## src/design/bcd_pkg.sv

```systemverilog
// Shared types and constants for the button click detector.
`default_nettype none

package bcd_pkg;

  // Number of buttons carried by one scan tick.
  localparam int unsigned NumButtons = 4;

  // Reset values of the configuration registers.
  localparam logic [3:0] DebounceTicksRst   = 4'd3;
  localparam logic [7:0] LongPressTicksRst  = 8'd50;
  localparam logic [7:0] ReleaseGapTicksRst = 8'd15;

  // Saturation limits of the per-button counters.
  localparam logic [7:0] TickMax  = 8'd255;
  localparam logic [1:0] PressMax = 2'd3;

  // Configuration register indexes (byte address divided by four).
  typedef enum logic [1:0] {
    REG_DEBOUNCE_TICKS    = 2'd0,
    REG_LONG_PRESS_TICKS  = 2'd1,
    REG_RELEASE_GAP_TICKS = 2'd2
  } reg_idx_t;

  // Per-button classification phase.
  typedef enum logic [1:0] {
    PH_IDLE     = 2'd0,
    PH_PRESSED  = 2'd1,
    PH_RELEASED = 2'd2
  } phase_t;

  // Event codes reported per button.
  typedef enum logic [1:0] {
    EV_NONE   = 2'd0,
    EV_CLICK  = 2'd1,
    EV_DOUBLE = 2'd2,
    EV_LONG   = 2'd3
  } event_t;

  // One scan tick of raw levels, 0 means pressed.
  typedef struct packed {
    logic level_0;
    logic level_1;
    logic level_2;
    logic level_3;
  } in_payload_t;

  // One tick of reported events.
  typedef struct packed {
    logic [1:0] event_0;
    logic [1:0] event_1;
    logic [1:0] event_2;
    logic [1:0] event_3;
  } out_payload_t;

endpackage

`default_nettype wire

```

## src/design/button_click_detector.sv

```systemverilog
// Top level of the button click detector: debounce and click classification.
// An accepted tick passes the input register and then the result register, which drives out_data.
// Throughput: one tick per cycle while the result side is ready; the state update of all buttons is one
// combinational pass between the input register and the result register.
// Reset (synchronous, active low) clears all button state to released and idle,
// empties both pipeline registers and restores the configuration defaults.
`default_nettype none

module button_click_detector (
  input  wire                         clk,
  input  wire                         rst_n,
  // Input tick channel
  input  wire                         in_valid,
  output logic                        in_ready,
  input  bcd_pkg::in_payload_t        in_data,
  // Result channel
  output logic                        out_valid,
  input  wire                         out_ready,
  output bcd_pkg::out_payload_t       out_data,
  // Configuration port
  input  wire                         psel,
  input  wire                         penable,
  input  wire                         pwrite,
  input  wire  [3:0]                  paddr,
  input  wire  [31:0]                 pwdata,
  output logic [31:0]                 prdata,
  output logic                        pready
);

  localparam int unsigned NB = bcd_pkg::NumButtons;

  // Configuration registers.
  logic [3:0] dbt_r;
  logic [7:0] lpt_r;
  logic [7:0] gap_r;

  // Pipeline registers.
  logic                   s1_valid_r;
  bcd_pkg::in_payload_t   s1_data_r;
  logic                   out_valid_r;
  bcd_pkg::out_payload_t  out_data_r;
  logic                   out_valid_nxt;
  bcd_pkg::out_payload_t  out_data_nxt;
  logic                   s1_adv;

  // Per-button state.
  logic            [NB-1:0] level_r;
  logic            [NB-1:0] level_nxt;
  logic [NB-1:0]     [3:0]  dcnt_r;
  logic [NB-1:0]     [3:0]  dcnt_nxt;
  bcd_pkg::phase_t          phase_r   [NB];
  bcd_pkg::phase_t          phase_nxt [NB];
  logic [NB-1:0]     [7:0]  tick_r;
  logic [NB-1:0]     [7:0]  tick_nxt;
  logic [NB-1:0]     [7:0]  tick_inc;
  logic [NB-1:0]     [1:0]  press_r;
  logic [NB-1:0]     [1:0]  press_nxt;
  logic [NB-1:0]     [4:0]  dsum;
  logic            [NB-1:0] raw;
  bcd_pkg::event_t          ev [NB];

  logic cfg_wr;

  // Configuration writes complete in the access phase.
  assign pready = 1'b1;
  assign cfg_wr = psel && penable && pwrite;

  always_ff @(posedge clk) begin
    if (!rst_n) begin
      dbt_r <= bcd_pkg::DebounceTicksRst;
      lpt_r <= bcd_pkg::LongPressTicksRst;
      gap_r <= bcd_pkg::ReleaseGapTicksRst;
    end else if (cfg_wr) begin
      unique case (paddr[3:2])
        bcd_pkg::REG_DEBOUNCE_TICKS:    dbt_r <= pwdata[3:0];
        bcd_pkg::REG_LONG_PRESS_TICKS:  lpt_r <= pwdata[7:0];
        bcd_pkg::REG_RELEASE_GAP_TICKS: gap_r <= pwdata[7:0];
        default: ;
      endcase
    end
  end

  // Register read-back.
  always_comb begin
    unique case (paddr[3:2])
      bcd_pkg::REG_DEBOUNCE_TICKS:    prdata = {28'd0, dbt_r};
      bcd_pkg::REG_LONG_PRESS_TICKS:  prdata = {24'd0, lpt_r};
      bcd_pkg::REG_RELEASE_GAP_TICKS: prdata = {24'd0, gap_r};
      default:                        prdata = 32'd0;
    endcase
  end

  // Handshake: the input register advances whenever the result register is free
  // or being emptied in the same cycle.
  assign s1_adv    = s1_valid_r && (!out_valid_r || out_ready);
  assign in_ready  = !s1_valid_r || s1_adv;
  assign out_valid = out_valid_r;
  assign out_data  = out_data_r;

  always_ff @(posedge clk) begin
    if (!rst_n) begin
      s1_valid_r <= 1'b0;
    end else if (in_ready) begin
      s1_valid_r <= in_valid;
    end
  end

  always_ff @(posedge clk) begin
    if (in_valid && in_ready) begin
      s1_data_r <= in_data;
    end
  end

  // Raw levels of the registered tick as a vector.
  assign raw[0] = s1_data_r.level_0;
  assign raw[1] = s1_data_r.level_1;
  assign raw[2] = s1_data_r.level_2;
  assign raw[3] = s1_data_r.level_3;

  // Next state of each button: tick counter, debouncer and phase machine.
  always_comb begin
    for (int b = 0; b < NB; b++) begin
      // Tick counter runs while not idle, saturating.
      if ((phase_r[b] != bcd_pkg::PH_IDLE) && (tick_r[b] != bcd_pkg::TickMax)) begin
        tick_inc[b] = tick_r[b] + 8'd1;
      end else begin
        tick_inc[b] = tick_r[b];
      end

      // Debounce: accept the new level after enough differing samples.
      dsum[b] = {1'b0, dcnt_r[b]} + 5'd1;
      if (level_r[b] != raw[b]) begin
        if (dsum[b] >= {1'b0, dbt_r}) begin
          level_nxt[b] = raw[b];
          dcnt_nxt[b]  = 4'd0;
        end else begin
          level_nxt[b] = level_r[b];
          dcnt_nxt[b]  = dsum[b][3:0];
        end
      end else begin
        level_nxt[b] = level_r[b];
        dcnt_nxt[b]  = 4'd0;
      end

      // Phase machine.
      phase_nxt[b] = phase_r[b];
      tick_nxt[b]  = tick_inc[b];
      press_nxt[b] = press_r[b];
      unique case (phase_r[b])
        bcd_pkg::PH_PRESSED: begin
          if (level_nxt[b]) begin
            tick_nxt[b]  = 8'd0;
            phase_nxt[b] = bcd_pkg::PH_RELEASED;
          end else if (tick_inc[b] >= lpt_r) begin
            tick_nxt[b]  = 8'd0;
            press_nxt[b] = 2'd0;
          end
        end
        bcd_pkg::PH_RELEASED: begin
          if (tick_inc[b] > gap_r) begin
            phase_nxt[b] = bcd_pkg::PH_IDLE;
          end else if (!level_nxt[b]) begin
            if (press_r[b] != bcd_pkg::PressMax) begin
              press_nxt[b] = press_r[b] + 2'd1;
            end
            phase_nxt[b] = bcd_pkg::PH_PRESSED;
            tick_nxt[b]  = 8'd0;
          end
        end
        default: begin
          if (!level_nxt[b]) begin
            phase_nxt[b] = bcd_pkg::PH_PRESSED;
            tick_nxt[b]  = 8'd0;
            press_nxt[b] = 2'd1;
          end else begin
            phase_nxt[b] = bcd_pkg::PH_IDLE;
          end
        end
      endcase
    end
  end

  // Event output of each button's phase machine.
  always_comb begin
    for (int b = 0; b < NB; b++) begin
      ev[b] = bcd_pkg::EV_NONE;
      unique case (phase_r[b])
        bcd_pkg::PH_PRESSED: begin
          if (!level_nxt[b] && (tick_inc[b] >= lpt_r)) begin
            ev[b] = bcd_pkg::EV_LONG;
          end
        end
        bcd_pkg::PH_RELEASED: begin
          if (tick_inc[b] > gap_r) begin
            if (press_r[b] == 2'd1) begin
              ev[b] = bcd_pkg::EV_CLICK;
            end else if (press_r[b] == 2'd2) begin
              ev[b] = bcd_pkg::EV_DOUBLE;
            end
          end
        end
        default: ev[b] = bcd_pkg::EV_NONE;
      endcase
    end
  end

  // Button state advances with each tick that moves into the result register.
  always_ff @(posedge clk) begin
    if (!rst_n) begin
      for (int b = 0; b < NB; b++) begin
        level_r[b] <= 1'b1;
        dcnt_r[b]  <= 4'd0;
        phase_r[b] <= bcd_pkg::PH_IDLE;
        tick_r[b]  <= 8'd0;
        press_r[b] <= 2'd0;
      end
    end else if (s1_adv) begin
      for (int b = 0; b < NB; b++) begin
        level_r[b] <= level_nxt[b];
        dcnt_r[b]  <= dcnt_nxt[b];
        phase_r[b] <= phase_nxt[b];
        tick_r[b]  <= tick_nxt[b];
        press_r[b] <= press_nxt[b];
      end
    end
  end

  // Result register.
  always_comb begin
    out_data_nxt.event_0 = ev[0];
    out_data_nxt.event_1 = ev[1];
    out_data_nxt.event_2 = ev[2];
    out_data_nxt.event_3 = ev[3];
    if (s1_adv) begin
      out_valid_nxt = 1'b1;
    end else if (out_ready) begin
      out_valid_nxt = 1'b0;
    end else begin
      out_valid_nxt = out_valid_r;
    end
  end

  always_ff @(posedge clk) begin
    if (!rst_n) begin
      out_valid_r <= 1'b0;
    end else begin
      out_valid_r <= out_valid_nxt;
    end
  end

  always_ff @(posedge clk) begin
    if (s1_adv) begin
      out_data_r <= out_data_nxt;
    end
  end

endmodule

`default_nettype wire

```

## config.mk

```make
export PLATFORM = sky130hd
export DESIGN_NAME = button_click_detector
export DESIGN_NICKNAME = d
export VERILOG_FILES = /design/src/design/bcd_pkg.sv /design/src/design/button_click_detector.sv
export SDC_FILE = /design/constraint.sdc
export NUM_CORES = 1
export LEC_CHECK = 0
export ABC_AREA = 1
export BUFFER_PORTS_ARGS = -buffer_cell sky130_fd_sc_hd__buf_2
export CAP_MARGIN = 10
export CORE_MARGIN = 4
export CORE_UTILIZATION = 50
export CTS_CLUSTER_SIZE = 28
export DETAILED_ROUTE_END_ITERATION = 16
export GPL_TIMING_DRIVEN = 0
export PLACE_DENSITY_LB_ADDON = 0.15
export SYNTH_ARGS = -nofsm -noshare
export SYNTH_HDL_FRONTEND = slang
export SYNTH_SLANG_ARGS = --single-unit
```

## constraint.sdc

```tcl
create_clock -name clk -period 5.3 [get_ports clk]
set_clock_uncertainty 0.2 [all_clocks]
set_input_delay 0.265 -clock clk [delete_from_list [all_inputs] [get_ports clk]]
set_output_delay 0.265 -clock clk [all_outputs]
set_load 0.01 [all_outputs]
```

* Word level (Yosys, flattened, before mapping)
Memory sizes are Yosys's and may differ from the RTL's.
Cells that the tools add are included.
** Operators by class
- Add/subtract/negate cells :: 12
- Magnitude comparators :: 12
- Eq/ne operators :: 42
- Mux-type cells :: 119
- Bitwise operators :: 8
- Reductions and logical operators :: 33
** Operator list (count)
- $mux W8 :: 20
- $mux W2 :: 56
- $pmux W8 S2 :: 4
- $pmux W2 S2 :: 12
- $add A8 B1 Y8 const B :: 4
- $ge A8 B8 Y1 :: 4
- $gt A8 B8 Y1 :: 4
- $mux W4 :: 8
- $ne A2 B2 Y1 const B :: 16
- $ne A8 B8 Y1 const B :: 4
- $pmux W8 S3 :: 1
- $add A4 B1 Y5 const B :: 4
- $ge A5 B4 Y1 :: 4
- $reduce_and A5 Y1 :: 4
- $eq A2 B1 Y1 const B :: 9
- $eq A2 B2 Y1 const B :: 9
- $mux W1 :: 18
- $logic_and A1 B1 Y1 :: 12
- $reduce_bool A2 Y1 :: 5
- $add A2 B1 Y2 const B :: 4
- $logic_not A1 Y1 :: 6
- $reduce_and A2 Y1 :: 3
- $ne A1 B1 Y1 :: 4
- $not A1 Y1 :: 4
- other kinds (3) :: 7
** Storage, ports and cells
- Register bits :: 94
- Memory bits (writable) :: 8
- Bits of input ports :: 47
- Output and inout port bits :: 43
- Word-level logic and storage cells :: 253
- Memories :: 1
** Memory list
- phase_r :: depth 4, width 2, read ports 4, clocked after memory_dff 0, write ports 4, line button_click_detector.sv:51 : bcd_pkg::phase_t phase_r [NB];

* Depth between registers and ports, before layout
- Depth in word-level cells :: 8
- Mapped depth :: 24
- Depth with buffers taken out :: 24

* Worst setup path after synthesis
No wires, ideal clock.
- Kind :: flip-flop to flip-flop
- Start :: register tick_r[8] (netlist name)
- End :: memory phase_r[1][0] in the netlist's numbering, enable pin
- Setup time :: 0.260 ns
- Arrival time :: 2.346 ns
- Required time :: 4.840 ns
- Slack :: 2.494 ns
- Stages on the path, launching flop included :: 21
- Path buffers :: 1
- Clock period less this slack :: 2.806 ns
- Cells stage by stage :: dfxtp_1 -> ha_1 -> nand2_2 -> nor3_2 -> nand3_2 -> nand2_2 -> buf_6 -> nand2_1 -> o21ai_0 -> inv_1 -> ha_1 -> nand2_1 -> inv_1 -> nand2_1 -> nand2_1 -> nand2_1 -> nand2_1 -> a21oi_1 -> nand2_1 -> o211ai_1 -> nand2_1
** RTL lines (line)
- to (decl) :: button_click_detector.sv:51

* Worst setup path in the final report
- Start :: register tick_r[0] in the netlist's numbering
- End :: register press_r[1] in the netlist's numbering
** On the way
- Word-level cells in the longest chain between the ends :: 6
- Elaborated cells on any way between the ends :: 9
- Classes of those cells :: add/sub (1); order compare (2); eq/ne (3); mux (1); reduce/logical (2)
** Ends and longest elaborated chain
- from (decl) :: line button_click_detector.sv:53 : logic [NB-1:0] [7:0] tick_r;
- from (signal, indexed assignment) :: line button_click_detector.sv:222 : tick_r[b] <= tick_nxt[b];
- parallel branches: the longest is 2 deep, another holds $add A8 B1 Y8
- $mux W8 (*) :: line button_click_detector.sv:124 : if ((phase_r[b] != bcd_pkg::PH_IDLE) && (tick_r[b] != bcd_pkg::TickMax)) begin
- $gt A8 B8 Y1 or $ge A8 B8 Y1 (tied branches) :: line button_click_detector.sv:160, button_click_detector.sv:154
- $ne A2 B2 Y1 (no line)
- $reduce_and A5 Y1 (no line) (*)
- to (signal, indexed assignment) :: line button_click_detector.sv:223 : press_r[b] <= press_nxt[b];
- to (decl) :: line button_click_detector.sv:56 : logic [NB-1:0] [1:0] press_r;
Every way passes the cells marked *.
A chain may end at the register's enable or synchronous reset.

==> metrics <==
HP Class=in -> reg; Yosys reg bits=just over 100; DR vias=7178; final hold violations=0; Num CTS Buffers=9; Distinct cells, synth=39; crit path capture type=flop; achievable frequency=between 200 and 300 MHz; Avg Inst Size Synth=6.85 um2; Post-DRT Antenna Nets=0; Finished Layout Cells=1462; final worst slack=1830 ps; Synth top cells by count=nand2_1, inv_1, ha_1; WP data arrival=about 3500 ps; H-tree Lvls=3; worst-path cell chain=ha_1, nand2_1, inv_1, nand2_1, nor2_2, nand2_2, nand2_4, inv_1, o21ai_0, inv_1, ha_1, nand2_1, inv_1, nor3_1, nand3_1, nand3_1, nand2_1, inv_1, nor2_1; largest net degree at the start of global routing=18; drt pass-1 iters=5; CP Buf/Inv Count=5; sequential share of power=42.2%; Clock Tree Root=clkbuf_16; post-cts repair resize count=0; final max-slew violation count=0; post-CTS setup buffers=0; Synth top area share=20.6%; final setup fails=0; Worst Tran Pin Value=around 790 ps; layout cells sized above 1=under 10%; Final Util=57.7%; YS warnings=0; Crit path top cell by count=inv_1; outcome=finished, final reports clean; Tcrit/Tclk final=65.5%; cell area after synthesis=0.00796 mm2; average wire per standard cell=13.0 um; DP HPWL=14.9 mm; initial antenna violation count=0; vias per cell=approximately 4.9; clk_lat worst skew=approximately 350 ps; Worst EP required=5350 ps; min Tclk post-route=3470 ps; GRT Residual Overflow=0; vias in the first global route=6504; P_sw=640 uW; CTS tree=done; CTS Sinks=102; Worst slew margin=47.1%; unrepaired setup endpoints after global routing=false; total track usage=21.3%; Synth area leaders=dfxtp_1, ha_1, nand2_1; R2R setup slack=1830 ps; ys flop type=dfxtp_1; routability cong.=0.888; switch share=32.2%; post-route DRC violation count=0; maximum clock path buffer count=2; crit-path leading delay family=simple AND/OR/NAND/NOR gates; Critical Path Fanout Max=8; Internal=1350 uW; 1st-iter DRT viols=459; die span in y=134 um; dpl ws=about 1900 ps; Leakage=~0.0047 uW; IO Pins=90; number of port buffers=38; fin nets=between 1000 and 1500; global-route wire length before repair=31.2 mm; EDFF count, synth=20; Logic pwr share=23.5%; core box area=0.0154 mm2; Initial Utilization=51.6%; CP Launch Type=flop; number of diodes=0; asr flop ratio synth=0%; CP peak stage delay=540 ps; Pwr Density=224 mW/mm2; die footprint=0.0180 mm2; row cnt=45; setup_tns=0 ps; Worst-path clk slew=70 ps; DIE WIDTH=roughly 130 um; MaxCap Viol Count=0; DRT Wirelength=~19 mm; dominant cell type by area after synthesis=dfxtp_1; Finished Cell Area=between 0.008 and 0.009 mm2; sequential fraction of the synthesis area=28.2%; Syn Inst Count=1163; Setup CP Type=reg -> reg; CP max stage cell=nor3_1; maximum VDD drop=0.179 mV; placed cells=1435; Area after DPL=0.00850 mm2; Clk pwr share=approximately 34%; area delta synth->final=11.8%; most numerous cell in the Yosys netlist=nand2_1
==> per-layer routing <==
layer | routed length [um] | up-vias | share of wire (%) | global-route usage, %
met1 | 9090 | 3188 | 48 | 29.2
met4 | 295 | 0 | 1.5 | 5.20
met3 | 1100 | 19 | 5.8 | 3.68
li1 | - | 3812 | - | -
met2 | 8570 | 159 | 45 | 34.9
met5 | 0 | - | 0 | 0
==> final cells by class <==
class                   count  area (um2)
fillers                  1530        6520
multi-input cells         863        4870
flip-flops and latches    102        2240
inverters                 186         698
repair buffers             49         300
well taps                 211         264
plain buffers              35         235
clock buffers              11         233
clock inverters             5        60.1
==> worst paths after layout <==
| path | from | end | cells after the start |
|---|---|---|---|
| setup reg to reg | tick_r[0] | press_r[1] | 19 |
| hold / removal | pwdata[7] | lpt_r[7] | 3 |
| hold reg to reg | tick_r[28] | tick_r[28] | 2 |
| setup / recovery | tick_r[0] | press_r[1] | 19 |
==> worst reg2reg max path, cell delays in order (launching register included) <==
cell and delay (ps):
dfxtp_1 400, ha_1 190, nand2_1 70, inv_1 80, nand2_1 60, nor2_2 130, nand2_2 90, nand2_4 110
inv_1 120, o21ai_0 290, inv_1 120, ha_1 300, nand2_1 70, inv_1 40, nor3_1 540, nand3_1 260
nand3_1 170, nand2_1 60, inv_1 50, nor2_1 30
==> logic make-up (layout without fill, tap and decap cells) <==
group                      after synthesis  after routing  synth area share, %
DFF                                    102            102                 28.2
and+or+nand+nor                        563            563                 29.2
xor gates and xnor gates                32             32                 3.61
other                                    2             25               0.0943
buffers and inverters                  221            286                 11.7
adders and majority gates              112            112                 17.6
AOI/OAI and AO/OA                      131            131                 9.66
==> power by group through the flow <==
stage                     logic, uW  registers, uW  clock network, uW
after global placement          447            858                  0
final                           468            841                682
after global routing            536            845                727
after CTS                       465            841                700
after floorplan                 337            854                  0
after detailed placement        457            859                  0
==> flip-flops by register name, summed over array words and instances (netlist names), 4 cells and up <==
name,flops
gap_r,8
tick_r,32
dcnt_r,16
press_r,8
dbt_r,4
phase_r,8
lpt_r,8
level_r,4
raw,4
out_data,8
==> cells in the final DEF, fill, tap and decap left out, types with 4 or more instances in the layout <==
master,n
a22o_1,6
conb_1,25
buf_2,40
edfxtp_1,20
nand3_1,54
inv_1,181
clkbuf_16,9
dfxtp_1,82
nand2_2,8
a21oi_1,52
nand3b_1,4
inv_2,5
o21bai_1,4
nand2_1,359
nor3_1,4
buf_4,25
ha_1,112
o22ai_1,9
dlygate4sd3_1,11
nor2_1,107
o21a_1,9
clkbuf_1,9
o21ai_0,33
xor2_1,28
nand4_1,13
o211ai_1,9
==> metrics by stage <==
stage	hold slack, ps	total power [uW]
after global routing	44.7	2110
after global placement	241	1300
after detailed placement	244	1320
after CTS	1.10	2010
after floorplan	164	1190
final	13.3	1990
==> repair_timing <==
item                                    in CTS  in global routing
endpoints found under the setup margin       0                  0
endpoints found under the hold margin       13                  0
hold buffers                                11                  0
(Power assumes the default switching activity.)
